### src/rtl/ookd_pkg.sv
// Shared types, constants and register codes for the OOK pulse-width frame decoder.
package ookd_pkg;

  // Datapath widths
  localparam int COUNT_BITS    = 16;
  localparam int WORD_BITS     = 32;
  localparam int CODE_BITS     = 32;
  localparam int NBITS_BITS    = 6;
  localparam int CFG_IDX_BITS  = 3;
  localparam int CFG_DATA_BITS = 16;

  // Configuration register indexes
  typedef enum logic [CFG_IDX_BITS-1:0] {
    REG_SYNC_MIN   = 3'd0,
    REG_ZERO_ABOVE = 3'd1,
    REG_ZERO_BELOW = 3'd2,
    REG_ONE_ABOVE  = 3'd3,
    REG_ONE_BELOW  = 3'd4,
    REG_FRAME_BITS = 3'd5
  } ookd_reg_idx_t;

  // Reset values of the configuration registers
  localparam logic [COUNT_BITS-1:0] SYNC_MIN_RST   = 16'd100;
  localparam logic [COUNT_BITS-1:0] ZERO_ABOVE_RST = 16'd3;
  localparam logic [COUNT_BITS-1:0] ZERO_BELOW_RST = 16'd12;
  localparam logic [COUNT_BITS-1:0] ONE_ABOVE_RST  = 16'd15;
  localparam logic [COUNT_BITS-1:0] ONE_BELOW_RST  = 16'd28;
  localparam logic [NBITS_BITS-1:0] FRAME_BITS_RST = 6'd24;

  // Pulse width windows handed to the classifier
  typedef struct packed {
    logic [COUNT_BITS-1:0] zero_above;
    logic [COUNT_BITS-1:0] zero_below;
    logic [COUNT_BITS-1:0] one_above;
    logic [COUNT_BITS-1:0] one_below;
  } ookd_window_cfg_t;

  // Classifier verdict
  typedef struct packed {
    logic is_zero;
    logic is_one;
  } ookd_bit_class_t;

endpackage

### src/rtl/ookd_in_if.sv
// Input channel: one sampled receiver pin level per transfer.
interface ookd_in_if;
  logic valid;
  logic ready;
  logic pin_level;

  modport source (output valid, output pin_level, input ready);
  modport sink   (input valid, input pin_level, output ready);
endinterface

### src/rtl/ookd_out_if.sv
// Result channel: one decoded code word per transfer.
interface ookd_out_if;
  logic                          valid;
  logic                          ready;
  logic [ookd_pkg::CODE_BITS-1:0] code_word;

  modport source (output valid, output code_word, input ready);
  modport sink   (input valid, input code_word, output ready);
endinterface

### src/rtl/ookd_bit_class.sv
// Classifies a measured high pulse width as a zero bit, a one bit or neither.
module ookd_bit_class (
  input  logic [ookd_pkg::COUNT_BITS-1:0] width,
  input  ookd_pkg::ookd_window_cfg_t      win,
  output ookd_pkg::ookd_bit_class_t       verdict
);

  logic in_zero;
  logic in_one;

  // Exclusive windows; the zero window wins when both match
  always_comb begin
    in_zero = (width > win.zero_above) && (width < win.zero_below);
    in_one  = (width > win.one_above) && (width < win.one_below);
    verdict.is_zero = in_zero;
    verdict.is_one  = in_one && !in_zero;
  end

endmodule

### src/rtl/ook_pulse_width_frame_decoder.sv
// Top level of the OOK pulse-width frame decoder.
//
// in_if carries one sampled receiver pin level per transfer (one tick each).
// The tick counter, sync detection, pulse width capture and bit shifting
// all update at the edge on which the sample transfers, so one sample is
// taken every cycle while the output register is free or being drained.
// When a sample completes a frame, the code word lands in the output
// register and out_if.valid rises in the cycle after that transfer.
// First received bit is the most significant frame bit in code_word.
// The output register holds one result; while it is full and out_if.ready
// is low, in_if.ready drops, so no sample is taken that could overwrite it.
// When the register is drained in the same cycle, a new sample is taken.
// cfg_we/cfg_index/cfg_data write one of six registers per cycle: sync gap
// minimum, the zero and one width windows, and the frame length. Unknown
// indexes are ignored. Reset (rst_n low, synchronous) restores register
// defaults, empties the output register and returns to sync wait.
module ook_pulse_width_frame_decoder (
  input  logic                               clk,
  input  logic                               rst_n,
  ookd_in_if.sink                            in_if,
  ookd_out_if.source                         out_if,
  input  logic                               cfg_we,
  input  logic [ookd_pkg::CFG_IDX_BITS-1:0]  cfg_index,
  input  logic [ookd_pkg::CFG_DATA_BITS-1:0] cfg_data
);

  localparam int CB = ookd_pkg::COUNT_BITS;
  localparam int WB = ookd_pkg::WORD_BITS;
  localparam int NB = ookd_pkg::NBITS_BITS;

  // Configuration registers
  logic [CB-1:0] sync_min_r;
  logic [NB-1:0] frame_bits_r;
  ookd_pkg::ookd_window_cfg_t win_r;

  // Decoder state
  logic          receiving_r, receiving_nxt;
  logic [CB-1:0] tick_r, tick_nxt;
  logic [CB-1:0] high_width_r, high_width_nxt;
  logic [WB-1:0] shift_r, shift_nxt;
  logic [NB-1:0] nbits_r, nbits_nxt;

  // Output register
  logic                           out_valid_r, out_valid_nxt;
  logic [ookd_pkg::CODE_BITS-1:0] code_r, code_nxt;

  logic          in_xfer;
  logic [CB-1:0] tick_inc;
  logic [NB-1:0] nbits_inc;
  logic [WB-1:0] shift_in;
  logic          emit;
  ookd_pkg::ookd_bit_class_t verdict;

  // Take a sample whenever the result slot is free or being drained
  assign in_if.ready     = !out_valid_r || out_if.ready;
  assign in_xfer         = in_if.valid && in_if.ready;
  assign out_if.valid    = out_valid_r;
  assign out_if.code_word = code_r;

  // Configuration writes
  always_ff @(posedge clk) begin
    if (!rst_n) begin
      sync_min_r      <= ookd_pkg::SYNC_MIN_RST;
      win_r.zero_above <= ookd_pkg::ZERO_ABOVE_RST;
      win_r.zero_below <= ookd_pkg::ZERO_BELOW_RST;
      win_r.one_above  <= ookd_pkg::ONE_ABOVE_RST;
      win_r.one_below  <= ookd_pkg::ONE_BELOW_RST;
      frame_bits_r    <= ookd_pkg::FRAME_BITS_RST;
    end else if (cfg_we) begin
      unique case (ookd_pkg::ookd_reg_idx_t'(cfg_index))
        ookd_pkg::REG_SYNC_MIN:   sync_min_r       <= CB'(cfg_data);
        ookd_pkg::REG_ZERO_ABOVE: win_r.zero_above <= CB'(cfg_data);
        ookd_pkg::REG_ZERO_BELOW: win_r.zero_below <= CB'(cfg_data);
        ookd_pkg::REG_ONE_ABOVE:  win_r.one_above  <= CB'(cfg_data);
        ookd_pkg::REG_ONE_BELOW:  win_r.one_below  <= CB'(cfg_data);
        ookd_pkg::REG_FRAME_BITS: frame_bits_r     <= cfg_data[NB-1:0];
        default: ;
      endcase
    end
  end

  // Width classification of the captured high pulse
  ookd_bit_class u_bit_class (
    .width   (high_width_r),
    .win     (win_r),
    .verdict (verdict)
  );

  // Saturating tick, shifted word and bit count candidates
  assign tick_inc  = (tick_r == {CB{1'b1}}) ? tick_r : tick_r + CB'(1);
  assign nbits_inc = nbits_r + NB'(1);
  assign shift_in  = {shift_r[WB-2:0], verdict.is_one};

  // Next decoder state for the sample on the input
  always_comb begin
    receiving_nxt  = receiving_r;
    tick_nxt       = tick_r;
    high_width_nxt = high_width_r;
    shift_nxt      = shift_r;
    nbits_nxt      = nbits_r;
    emit           = 1'b0;
    if (in_xfer) begin
      tick_nxt = tick_inc;
      if (!receiving_r) begin
        // Sync wait: a rising level ends the gap
        if (in_if.pin_level) begin
          if (tick_inc > sync_min_r) begin
            receiving_nxt = 1'b1;
            shift_nxt     = '0;
            nbits_nxt     = '0;
          end
          tick_nxt = '0;
        end
      end else if (!in_if.pin_level && high_width_r == '0) begin
        // Falling edge: capture the high pulse width
        high_width_nxt = tick_inc;
        tick_nxt       = '0;
      end else if (in_if.pin_level && high_width_r != '0) begin
        // Rising edge: decide the bit
        if (verdict.is_zero || verdict.is_one) begin
          shift_nxt      = shift_in;
          nbits_nxt      = nbits_inc;
          high_width_nxt = '0;
          tick_nxt       = '0;
          if (nbits_inc >= frame_bits_r) begin
            receiving_nxt = 1'b0;
            emit          = 1'b1;
          end
        end else begin
          // Bad width: abort, tick counter kept
          receiving_nxt  = 1'b0;
          high_width_nxt = '0;
        end
      end
    end
  end

  // Result register load and drain
  always_comb begin
    out_valid_nxt = out_valid_r && !out_if.ready;
    code_nxt      = code_r;
    if (emit) begin
      out_valid_nxt = 1'b1;
      code_nxt      = ookd_pkg::CODE_BITS'(shift_in);
    end
  end

  // Control state
  always_ff @(posedge clk) begin
    if (!rst_n) begin
      receiving_r  <= 1'b0;
      tick_r       <= '0;
      high_width_r <= '0;
      shift_r      <= '0;
      nbits_r      <= '0;
      out_valid_r  <= 1'b0;
    end else begin
      receiving_r  <= receiving_nxt;
      tick_r       <= tick_nxt;
      high_width_r <= high_width_nxt;
      shift_r      <= shift_nxt;
      nbits_r      <= nbits_nxt;
      out_valid_r  <= out_valid_nxt;
    end
  end

  // Payload register
  always_ff @(posedge clk) begin
    code_r <= code_nxt;
  end

endmodule

### src/flat_wrapper.sv
// flat-port wrapper written by rule: the top's interface ports become plain ports
module ook_pulse_width_frame_decoder_flat 
  (clk, rst_n, cfg_we, cfg_index, cfg_data, in_if_valid, in_if_pin_level, in_if_ready, out_if_valid, out_if_code_word, out_if_ready);
  ookd_in_if in_if_i ();
  ookd_out_if out_if_i ();
  input  logic clk;
  input  logic rst_n;
  input  logic cfg_we;
  input  logic [ookd_pkg::CFG_IDX_BITS-1:0] cfg_index;
  input  logic [ookd_pkg::CFG_DATA_BITS-1:0] cfg_data;
  input wire logic [$bits(in_if_i.valid)-1:0] in_if_valid;
  input wire logic [$bits(in_if_i.pin_level)-1:0] in_if_pin_level;
  output wire logic [$bits(in_if_i.ready)-1:0] in_if_ready;
  output wire logic [$bits(out_if_i.valid)-1:0] out_if_valid;
  output wire logic [$bits(out_if_i.code_word)-1:0] out_if_code_word;
  input wire logic [$bits(out_if_i.ready)-1:0] out_if_ready;
  assign in_if_i.valid = in_if_valid;
  assign in_if_i.pin_level = in_if_pin_level;
  assign in_if_ready = in_if_i.ready;
  assign out_if_valid = out_if_i.valid;
  assign out_if_code_word = out_if_i.code_word;
  assign out_if_i.ready = out_if_ready;
  ook_pulse_width_frame_decoder u_core (.clk(clk), .rst_n(rst_n), .in_if(in_if_i), .out_if(out_if_i), .cfg_we(cfg_we), .cfg_index(cfg_index), .cfg_data(cfg_data));
endmodule
### config.mk
export PLATFORM = sky130hd
export DESIGN_NAME = ook_pulse_width_frame_decoder_flat
export DESIGN_NICKNAME = d
export VERILOG_FILES = /design/src/rtl/ookd_pkg.sv /design/src/rtl/ookd_in_if.sv /design/src/rtl/ookd_out_if.sv /design/src/rtl/ookd_bit_class.sv /design/src/rtl/ook_pulse_width_frame_decoder.sv /design/src/flat_wrapper.sv
export SDC_FILE = /design/constraint.sdc
export NUM_CORES = 1
export LEC_CHECK = 0
export BUFFER_PORTS_ARGS = -buffer_cell sky130_fd_sc_hd__buf_2
export CAP_MARGIN = 0
export CELL_PAD_IN_SITES_DETAIL_PLACEMENT = 2
export CELL_PAD_IN_SITES_GLOBAL_PLACEMENT = 2
export CORE_MARGIN = 2
export CORE_UTILIZATION = 41
export CTS_CLUSTER_SIZE = 25
export DETAILED_ROUTE_END_ITERATION = 8
export MAX_ROUTING_LAYER = met4
export PLACE_DENSITY_LB_ADDON = 0.1
export SYNTH_ARGS = -nofsm -noshare
export SYNTH_HDL_FRONTEND = slang
export SYNTH_SLANG_ARGS = --single-unit
### constraint.sdc
create_clock -name clk -period 8.2 [get_ports clk]
set_input_delay 1.23 -clock clk [delete_from_list [all_inputs] [get_ports clk]]
set_output_delay 1.23 -clock clk [all_outputs]
set_load 0.005 [all_outputs]
Word level (Yosys, flattened, before mapping)
Cells that the tools add are included.
{"block": "word_totals", "regBits": 189, "output_inout_bits": 34, "word_cells": 91}
{"block": "classes", "add_sub_neg": 2, "order_cmp": 6, "n_eq_ne": 9, "muxes": 34, "n_reduce_logical": 27}
{"op": "31-bit two-way mux", "count": 6}
{"op": "16-bit two-way mux", "count": 8}
{"op": "16-bit greater-than comparator", "count": 3}
{"op": "6-bit two-way mux", "count": 6}
{"op": "16-bit < comparator", "count": 2}
{"op": "16-bit by 1-bit adder with 16-bit output, second input constant", "count": 1}
{"op": "16-bit == test, second input constant", "count": 1}
{"op": "16-bit zero test", "count": 1}
{"op": "16-bit nonzero test", "count": 1}
{"op": "1-bit two-way mux", "count": 14}
{"op": "2-bit AND reduction", "count": 6}
{"op": "1-bit logical AND", "count": 7}
{"op": "6-bit by 1-bit adder with 6-bit output, second input constant", "count": 1}
{"op": "3-bit by 2-bit == test with 1-bit output, second input constant", "count": 2}
{"op": "3-bit == test, second input constant", "count": 2}
{"op": "6-bit >= comparator", "count": 1}
{"op": "2-bit inequality test, second input constant", "count": 3}
{"op": "6-bit AND reduction", "count": 1}
{"op": "2-bit nonzero test", "count": 3}
{"op": "1-bit zero test", "count": 4}
{"op": "3-bit by 1-bit == test with 1-bit output, second input constant", "count": 1}
{"op": "3-bit zero test", "count": 1}
{"op": "3-bit AND reduction", "count": 1}
{"op": "1-bit logical OR", "count": 2}

Logic depth before layout (Yosys ltp)
Gate-level depths: netlist of run 1.
{"block": "depth", "word_depth": 11, "depth_mapped": 18, "mapped_depth_nobuf": 15}

By module
From an unflattened synthesis of run 1, not the netlist that was laid out.
{"block": "unflattened", "hier_cells": 1086, "area_unflattened_um2": 9361.5}
{"mod": "ook_pulse_width_frame_decoder", "instances": 1, "cells_each": 869, "area_per_inst_um2": 7776.2, "seq_area_each_um2": 4103.9}
{"mod": "ookd_bit_class", "instances": 1, "cells_each": 217, "area_per_inst_um2": 1585.3, "seq_area_each_um2": 0.0}

Least setup slack after synthesis of run 1
OpenSTA, ideal clock, no wires.
{"block": "synth_path", "path_kind": "input-to-reg", "from": "in out_if_ready", "to": "reg u_core.code_r (netlist bit u_core.out_if.code_word[0]) (enable)", "setup_time_ns": 0.463, "arrival_ns": 4.114, "path_slack_ns": 3.623, "stages": 5, "path_buffers": 1, "path_cell_list": "nand2b_1 -> and2_1 -> buf_2 -> nand4_1 -> nor3_1"}
{"block": "synth_between", "elab_chain_len": 3}
{"item": "from (decl)", "line": "flat_wrapper.sv:16", "source": "input wire logic [$bits(out_if_i.ready)-1:0] out_if_ready;"}
{"item": "1-bit logical OR", "line": "ook_pulse_width_frame_decoder.sv:55", "source": "assign in_if.ready = !out_valid_r || out_if.ready;"}
{"item": "1-bit logical AND", "line": "ook_pulse_width_frame_decoder.sv:56", "source": "assign in_xfer = in_if.valid && in_if.ready;"}
{"item": "1-bit two-way mux", "line": "ook_pulse_width_frame_decoder.sv:102", "source": "if (in_xfer) begin"}
{"item": "via u_core.emit", "line": "ook_pulse_width_frame_decoder.sv:51", "source": "logic emit;"}
{"item": "to (signal assigned)", "line": "ook_pulse_width_frame_decoder.sv:169", "source": "code_r <= code_nxt;"}
{"item": "to (decl)", "line": "ook_pulse_width_frame_decoder.sv:45", "source": "logic [ookd_pkg::CODE_BITS-1:0] code_r, code_nxt;"}
The timed path passes the listed nets, and every way through them passes these cells.
A chain may end at the register's enable or synchronous reset.

Final worst setup path of run 1
{"block": "layout_path", "from": "reg u_core.tick_r[4]", "to": "reg u_core.shift_r[29]"}
{"block": "layout_between", "elab_chain_len": 5}
{"item": "from (decl)", "line": "ook_pulse_width_frame_decoder.sv:38", "source": "logic [CB-1:0] tick_r, tick_nxt;"}
{"item": "from (signal assigned)", "line": "ook_pulse_width_frame_decoder.sv:159", "source": "tick_r <= tick_nxt;"}
{"item": "16-bit by 1-bit adder with 16-bit output / 16-bit == test (equally long branches)", "line": "ook_pulse_width_frame_decoder.sv:90", "source": "assign tick_inc = (tick_r == {CB{1'b1}}) ? tick_r : tick_r + CB'(1);"}
{"item": "16-bit two-way mux *", "line": "ook_pulse_width_frame_decoder.sv:90"}
{"item": "16-bit greater-than comparator *", "line": "ook_pulse_width_frame_decoder.sv:107", "source": "if (tick_inc > sync_min_r) begin"}
{"item": "2-bit nonzero test (no source line) *"}
{"item": "6-bit AND reduction (no source line) *"}
{"item": "to (signal assigned)", "line": "ook_pulse_width_frame_decoder.sv:161", "source": "shift_r <= shift_nxt;"}
{"item": "to (decl)", "line": "ook_pulse_width_frame_decoder.sv:40", "source": "logic [WB-1:0] shift_r, shift_nxt;"}
Every way passes the cells marked *; elsewhere a longest branch is shown, timed or not.

==> summary.txt, run 1 <==
Post-synth EDFFs: 32
vias: 7782
Warnings, synthesis: 0
Clock power frac: 44.3%
Yosys reg bits: 189
total internal power: 1.39 mW
number of buffers created by CTS: 17
class of the worst hold path: flop to flop
CP peak stage delay: 0.80 ns
critical path class: flop to flop
H-tree depth: 4
synthesized-area fraction occupied by xor and xnor cells: 1.16%
FF-to-FF path depth: 14
layout cells sized above 1: 10.4%
Detailed Route WL: 28500 µm
Worst Setup End Kind: flop
Worst Path Arrival: 4.63 ns
VDD IR max: 0.0962 mV
Adder-Cell Fraction of Synth Area: 11.4%
status: complete, no violations
Cells on Worst Hold Path: 0
Sw Ratio: 26.4%
root buffer cell: clkbuf_16
slew margin rel.: 31.0%
WP data required: 8.57 ns
row count: 56
area fraction of the dominant cell type after synthesis: 32.5%
Top delay family on crit path: compound AO/OA/AOI/OAI gates
FFs w/ async S/R, synth: 0%
cts repair resizes: 0
sequential share of power: 50.6%
Die ar.: 0.0248 mm²
Gate power share: 5.1%
multiplexer area fraction after synthesis: 4.35%
largest net degree at the start of global routing: 103
Final Util: 45.9%
PwrDens: 176 mW/mm²
CTS Hold Bufs: 0
final HPWL from detailed placement: 20500 µm
WL met2: 14300 µm
I/O Pins: 59
WL met3: 618 µm
fin cells: 1430
Final Max Slew Viols: 0
dpl cells: 1398
antenna fix cells: 0
setup ws final: 3.94 ns
Mapped Nets: 1181
Mapped Area: 0.00967 mm²
kind of start point of the critical path: flop
syn avg cell area: 9.06 µm²
cell-by-cell listing of the critical path: and4_1, and4_4, nand3_4, nor3_2, nor3b_1, xor2_1, ha_1, a21o_1, a21oi_1, nor2b_1, o31ai_1, a211oi_1, o21ba_4, mux2i_1
Die Width: 158 µm
total power: 1.89 mW
Slowest-stage cell, CP: o21ba_4
# DRC: 0
Die H: 158 µm
NumNets Final: 1211
Final Instance Area: 0.0107 mm²
post-synthesis sequential area ratio: 42.4%
leakage: 4.30 nW
Worst-Skew Late Latency: 0.46 ns
CTS tree: built
area leader, netlist: dfxtp_1
Final setup viols: 0
Worst-Margin Slew: 1.03 ns
predominant post-synthesis flop cell: dfxtp_1
simple-gate share of the synthesized area: 19.1%
area delta synth->final: 10.8%
Post-CTS Setup Bufs: 0
setup TNS: 0 ns
Initial DRC Count: 313
top post-synthesis cells by area: dfxtp_1 32%, ha_1 11%, edfxtp_1 9.9%
initial antenna violation count: 0
vias in the first global route: 8435
worst reg2reg startpoint: u_core.tick_r[4]
worst hold start: u_core.shift_r[30]
first-pass GRT wire length: 46000 µm
Wirelength per Cell: 20.0 µm
Reg clk slew, reported paths: 0.08 ns
R2R Path End: u_core.shift_r[29]
grt total ovfl: 0
Placed Area: 0.0101 mm²
Mapped Cells: 1068
# clock sinks: 189
crit path max fanout: 37
vias per std cell: 5.44
largest family of logic cells by synthesized area: simple AND/OR/NAND/NOR gates
pre-CTS setup slack: 3.96 ns
GRT Total Usage: 25.0%
worst path buffer plus inverter count: 0
DRT antenna net count: 0
RSZ-0062 raised after global routing: no
Fin Hold WS: 0.438 ns
Switch Pwr: 0.499 mW
Hold Path End: u_core.out_if.code_word[31]
clock period minus worst slack: 4.26 ns
worst reg2reg setup slack: 3.94 ns
Core Area: 0.0233 mm²
Compound-Gate Fraction of Synth Area: 15.3%
clock buffer depth: 2
Metal-1 WL: 13100 µm
synth unique cells: 67
hold violation count in the final report: 0
Initial Utilization: 41.5%
1st-pass router iterations: 4
Final GP Congestion: 0.806
FMAX: 235 MHz
DR top layer: met4
period utilization: 51.9%
# port buffers: 58
Max Cap Viol: 0
Final Skew: 0.0179 ns
==> synth_stat cells, drive strengths merged, types with 3 or more instances <==
| cell | n |
|---|---|
| nor3 | 11 |
| clkbuf | 41 |
| o211ai | 15 |
| and2 | 5 |
| a22oi | 16 |
| dfxtp | 157 |
| nor4 | 10 |
| o21ai | 17 |
| nor2 | 24 |
| a21o | 11 |
| a21oi | 31 |
| nand2b | 7 |
| and3 | 6 |
| a22o | 13 |
| ha | 88 |
| or2 | 4 |
| nand4 | 17 |
| mux2i | 42 |
| nor3b | 3 |
| nand3 | 52 |
| buf | 10 |
| a31o | 3 |
| edfxtp | 32 |
| nor2b | 27 |
| a31oi | 5 |
| nand2 | 219 |
| o21a | 5 |
| xnor2 | 5 |
| inv | 93 |
| xor2 | 7 |
| a211oi | 4 |
| a21boi | 67 |
==> power by group through the flow <==
stage          clock [mW]  sequential (mW)  combinational (mW)
4_1_cts             0.854            0.954              0.0978
2_1_floorplan           0            0.974              0.0594
3_3_place_gp            0            0.975              0.0934
3_5_place_dp            0            0.976              0.0968
5_1_grt             0.889            0.956               0.107
6_report            0.836            0.954              0.0965
==> layer usage <==
layer,up-vias,global-route usage [%]
met5,-,-
met4,0,6.62
met3,34,3.70
met2,80,43.0
met1,3940,30.7
li1,3728,-
==> cells in the final DEF, fill, tap and decap left out, types with 3 or more instances in the layout <==
master and instances:
a22oi_1 16, nor2_2 3, or2_2 3, a21boi_0 59, ha_1 88, a31o_1 3, nor3b_1 3, buf_4 5
edfxtp_1 32, inv_8 5, nor2b_1 26, clkinv_4 4, a21oi_1 30, mux2i_1 42, nand3_1 51, a21o_1 11
o21a_1 4, a22o_1 13, and2_1 5, dfxtp_1 157, xnor2_1 4, nor3_2 3, a31oi_1 4, and3_1 6
o211ai_1 15, nand2_1 219, clkbuf_16 17, buf_2 57, nor3_1 8, nor4_1 8, nand2b_1 7, nand4_1 16
xor2_1 7, o21ai_1 4, a21boi_1 8, inv_1 93, o21ai_0 13, a211oi_1 4, nor2_1 21
==> cell families (layout without fill, tap and decap cells) <==
family | count (synthesis) | after routing
adders and majority gates | 88 | 88
buffers and inverters | 144 | 187
and+or+nand+nor | 392 | 392
muxes | 42 | 42
DFF | 189 | 189
xor gates and xnor gates | 12 | 12
AOI/OAI and AO/OA | 201 | 201
==> worst max path at each step <==
stage / start / end / depth (start not counted)
after floorplan: out_if_ready / u_core.out_if.code_word[0] / 5
after global placement: u_core.tick_r[4] / u_core.shift_r[26] / 14
after detailed placement: u_core.tick_r[4] / u_core.shift_r[20] / 14
after CTS: u_core.tick_r[4] / u_core.shift_r[29] / 14
after global routing: u_core.tick_r[4] / u_core.shift_r[20] / 14
final: u_core.tick_r[4] / u_core.shift_r[29] / 14
==> area by class of cell <==
| type | instances | area (µm²) |
|---|---|---|
| clock buffer | 18 | 429 |
| clock inverter | 14 | 148 |
| fill | 2566 | 12600 |
| inverter | 93 | 349 |
| multi-input combinational | 735 | 4960 |
| sequential | 189 | 4100 |
| tap | 319 | 399 |
| timing repair buffer | 62 | 323 |
==> registers in the layout, indices dropped and copies added, names as in the netlist, 6 cells and up <==
name / flops
u_core.out_if.code_word: 32
u_core.shift_r: 31
u_core.win_r: 64
u_core.nbits_r: 6
u_core.sync_min_r: 16
u_core.frame_bits_r: 6
u_core.high_width_r: 16
u_core.tick_r: 16
(Power assumes the default switching activity.)
==> run 2, diff against run 1 <==
--- a/config.mk
+++ b/config.mk
@@ -10,7 +10,7 @@
 export CELL_PAD_IN_SITES_DETAIL_PLACEMENT = 2
 export CELL_PAD_IN_SITES_GLOBAL_PLACEMENT = 2
 export CORE_MARGIN = 2
-export CORE_UTILIZATION = 41
+export CORE_UTILIZATION = 38
 export CTS_CLUSTER_SIZE = 25
 export DETAILED_ROUTE_END_ITERATION = 8
 export MAX_ROUTING_LAYER = met4
==> constraint.sdc (replaced) <==
create_clock -name clk -period 4.4 [get_ports clk]
set_input_delay 0.66 -clock clk [delete_from_list [all_inputs] [get_ports clk]]
set_output_delay 0.66 -clock clk [all_outputs]
set_load 0.005 [all_outputs]
==> summary.txt, run 2 (same netlist as run 1, synthesis figures left out) <==
Die Width: 164 µm (was 158 µm)
vias per std cell: 5.33 (was 5.44)
GRT Total Usage: 23.0% (was 25.0%)
row count: 58 (was 56)
worst reg2reg startpoint: u_core.tick_r[4] (unchanged)
Wirelength per Cell: 19.7 µm (was 20.0 µm)
Initial DRC Count: 288 (was 313)
VDD IR max: 0.177 mV (was 0.0962 mV)
first-pass GRT wire length: 46200 µm (was 46000 µm)
hold violation count in the final report: 0 (unchanged)
vias in the first global route: 8117 (was 8435)
class of the worst hold path: flop to flop (unchanged)
setup TNS: 0 ns (unchanged)
Fin Hold WS: 0.451 ns (was 0.438 ns)
DRT antenna net count: 0 (unchanged)
Core Area: 0.0251 mm² (was 0.0233 mm²)
area delta synth->final: 12.6% (was 10.8%)
slew margin rel.: 33.9% (was 31.0%)
CTS tree: built (unchanged)
# DRC: 0 (unchanged)
CTS Hold Bufs: 0 (unchanged)
largest reg by FF count: u_core.win_r (unchanged)
Worst Setup End Kind: flop (unchanged)
Final Skew: 0.0184 ns (was 0.0179 ns)
FMAX: 247 MHz (was 235 MHz)
Final Max Slew Viols: 0 (unchanged)
crit path max fanout: 12 (was 37)
I/O Pins: 59 (unchanged)
Metal-1 WL: 14200 µm (was 13100 µm)
CP Capture Point: u_core.shift_r[30] (was u_core.shift_r[29])
WP data required: 4.77 ns (was 8.57 ns)
clock buffer depth: 2 (unchanged)
FF-to-FF path depth: 15 (was 14)
NumNets Final: 1219 (was 1211)
most frequent cells in the layout: 219 x nand2_1, 157 x dfxtp_1, 93 x inv_1 (unchanged)
# clock sinks: 189 (unchanged)
period utilization: 91.9% (was 51.9%)
Worst-Skew Late Latency: 0.45 ns (was 0.46 ns)
Max Cap Viol: 0 (unchanged)
Worst Path Arrival: 4.41 ns (was 4.63 ns)
final HPWL from detailed placement: 20500 µm (about the same)
number of buffers created by CTS: 17 (unchanged)
initial antenna violation count: 0 (unchanged)
vias: 7717 (was 7782)
DR top layer: met4 (unchanged)
Fillers: 2800 (was 2566)
1st-pass router iterations: 5 (was 4)
# port buffers: 58 (unchanged)
clock period minus worst slack: 4.04 ns (was 4.26 ns)
status: complete, no violations (unchanged)
Final GP Congestion: 0.785 (was 0.806)
layout cells sized above 1: 11.3% (was 10.4%)
critical path class: flop to flop (unchanged)
worst reg2reg setup slack: 0.36 ns (was 3.94 ns)
Reg clk slew, reported paths: 0.09 ns (was 0.08 ns)
area occupied by multi-input gates: 0.00497 mm² (was 0.00496 mm²)
max FFs per register: 64 (unchanged)
root buffer cell: clkbuf_16 (unchanged)
largest net degree at the start of global routing: 97 (was 103)
RSZ-0062 raised after global routing: no (unchanged)
leakage: 4.40 nW (was 4.30 nW)
Storage cell area: 0.00410 mm² (unchanged)
WL met3: 566 µm (was 618 µm)
Initial Utilization: 38.5% (was 41.5%)
R2R Path End: u_core.shift_r[30] (was u_core.shift_r[29])
kind of start point of the critical path: flop (unchanged)
Die ar.: 0.0267 mm² (was 0.0248 mm²)
H-tree depth: 4 (unchanged)
Detailed Route WL: 28600 µm (was 28500 µm)
antenna fix cells: 0 (unchanged)
CP Launch Point: u_core.tick_r[4] (unchanged)
commonest non-fill, non-tap cell in the layout: nand2_1 (unchanged)
Final setup viols: 0 (unchanged)
Die H: 164 µm (was 158 µm)
Worst-Margin Slew: 0.991 ns (was 1.03 ns)
PwrDens: 333 mW/mm² (was 176 mW/mm²)
WL met2: 13600 µm (was 14300 µm)
grt total ovfl: 0 (unchanged)
## run 2: changes by cell type in the layout (fill, tap and decap cells not counted), sizes merged
cell / change
clkinvlp: -2
clkbuf: -1
inv: +3
buf: +8
## run 2: worst min path at each step
stage | start | endpoint | slack (ns) | cells after the start
after detailed placement | u_core.shift_r[30] | u_core.out_if.code_word[31] | 0.43 | 0
after global placement | u_core.win_r[43] | u_core.win_r[43] | 0.44 | 2
after global routing | u_core.shift_r[30] | u_core.out_if.code_word[31] | 0.46 | 0
after floorplan | u_core.shift_r[30] | u_core.out_if.code_word[31] | 0.41 | 0
final | u_core.shift_r[30] | u_core.out_if.code_word[31] | 0.45 | 0
after CTS | u_core.shift_r[30] | u_core.out_if.code_word[31] | 0.45 | 0
## run 2: worst max-delay path: stages (launching register included)
cell,delay [ns]
dfxtp_1,0.48
and4_1,0.34
and4_4,0.28
nand3_4,0.11
nor3_2,0.37
nor3b_1,0.14
xor2_1,0.27
ha_1,0.30
a21o_1,0.16
a21oi_1,0.17
nor2b_1,0.08
o31ai_1,0.31
a211oi_2,0.20
o21ba_4,0.36
buf_12,0.17
mux2i_1,0.22
## run 2: power breakdown
group          switching, mW  internal (mW)  total (mW)
combinational          0.122         0.0581       0.180
clock                  0.866          0.804        1.67
sequential           0.00981           1.77        1.78
## run 2: repair_timing
item | in CTS | in global routing
setup endpoints to repair | 0 | 27
resized for setup | 0 | 1
buffers inserted | 0 | 1
## run 2: final cells by class
class / instances / share of cell area, %
clock buffers: 17 / 3.90
well taps: 330 / 3.79
inverters: 93 / 3.20
flip-flops and latches: 189 / 37.7
multi-input cells: 735 / 45.6
clock inverters: 15 / 1.98
repair buffers: 70 / 3.86
## run 2: through the flow
step	instance area [µm²]	instances	power (mW)	worst slack [ns]	utilization [%]
after floorplan	9670	1068	1.93	0.0364	-
after global placement	10200	1416	1.99	0.393	40.7
after detailed placement	10200	1416	2.00	0.204	40.7
after CTS	10900	1448	3.68	0.131	43.3
after global routing	10900	1449	3.77	0.102	43.4
final	10900	1449	3.63	0.356	43.4
## run 2: routing by layer
layer / vias up / GRT usage [%]
met3: 11 / 3.43
met1: 3889 / 31.3
met2: 59 / 37.1
li1: 3758 / -
met4: 0 / 3.75
met5: - / -
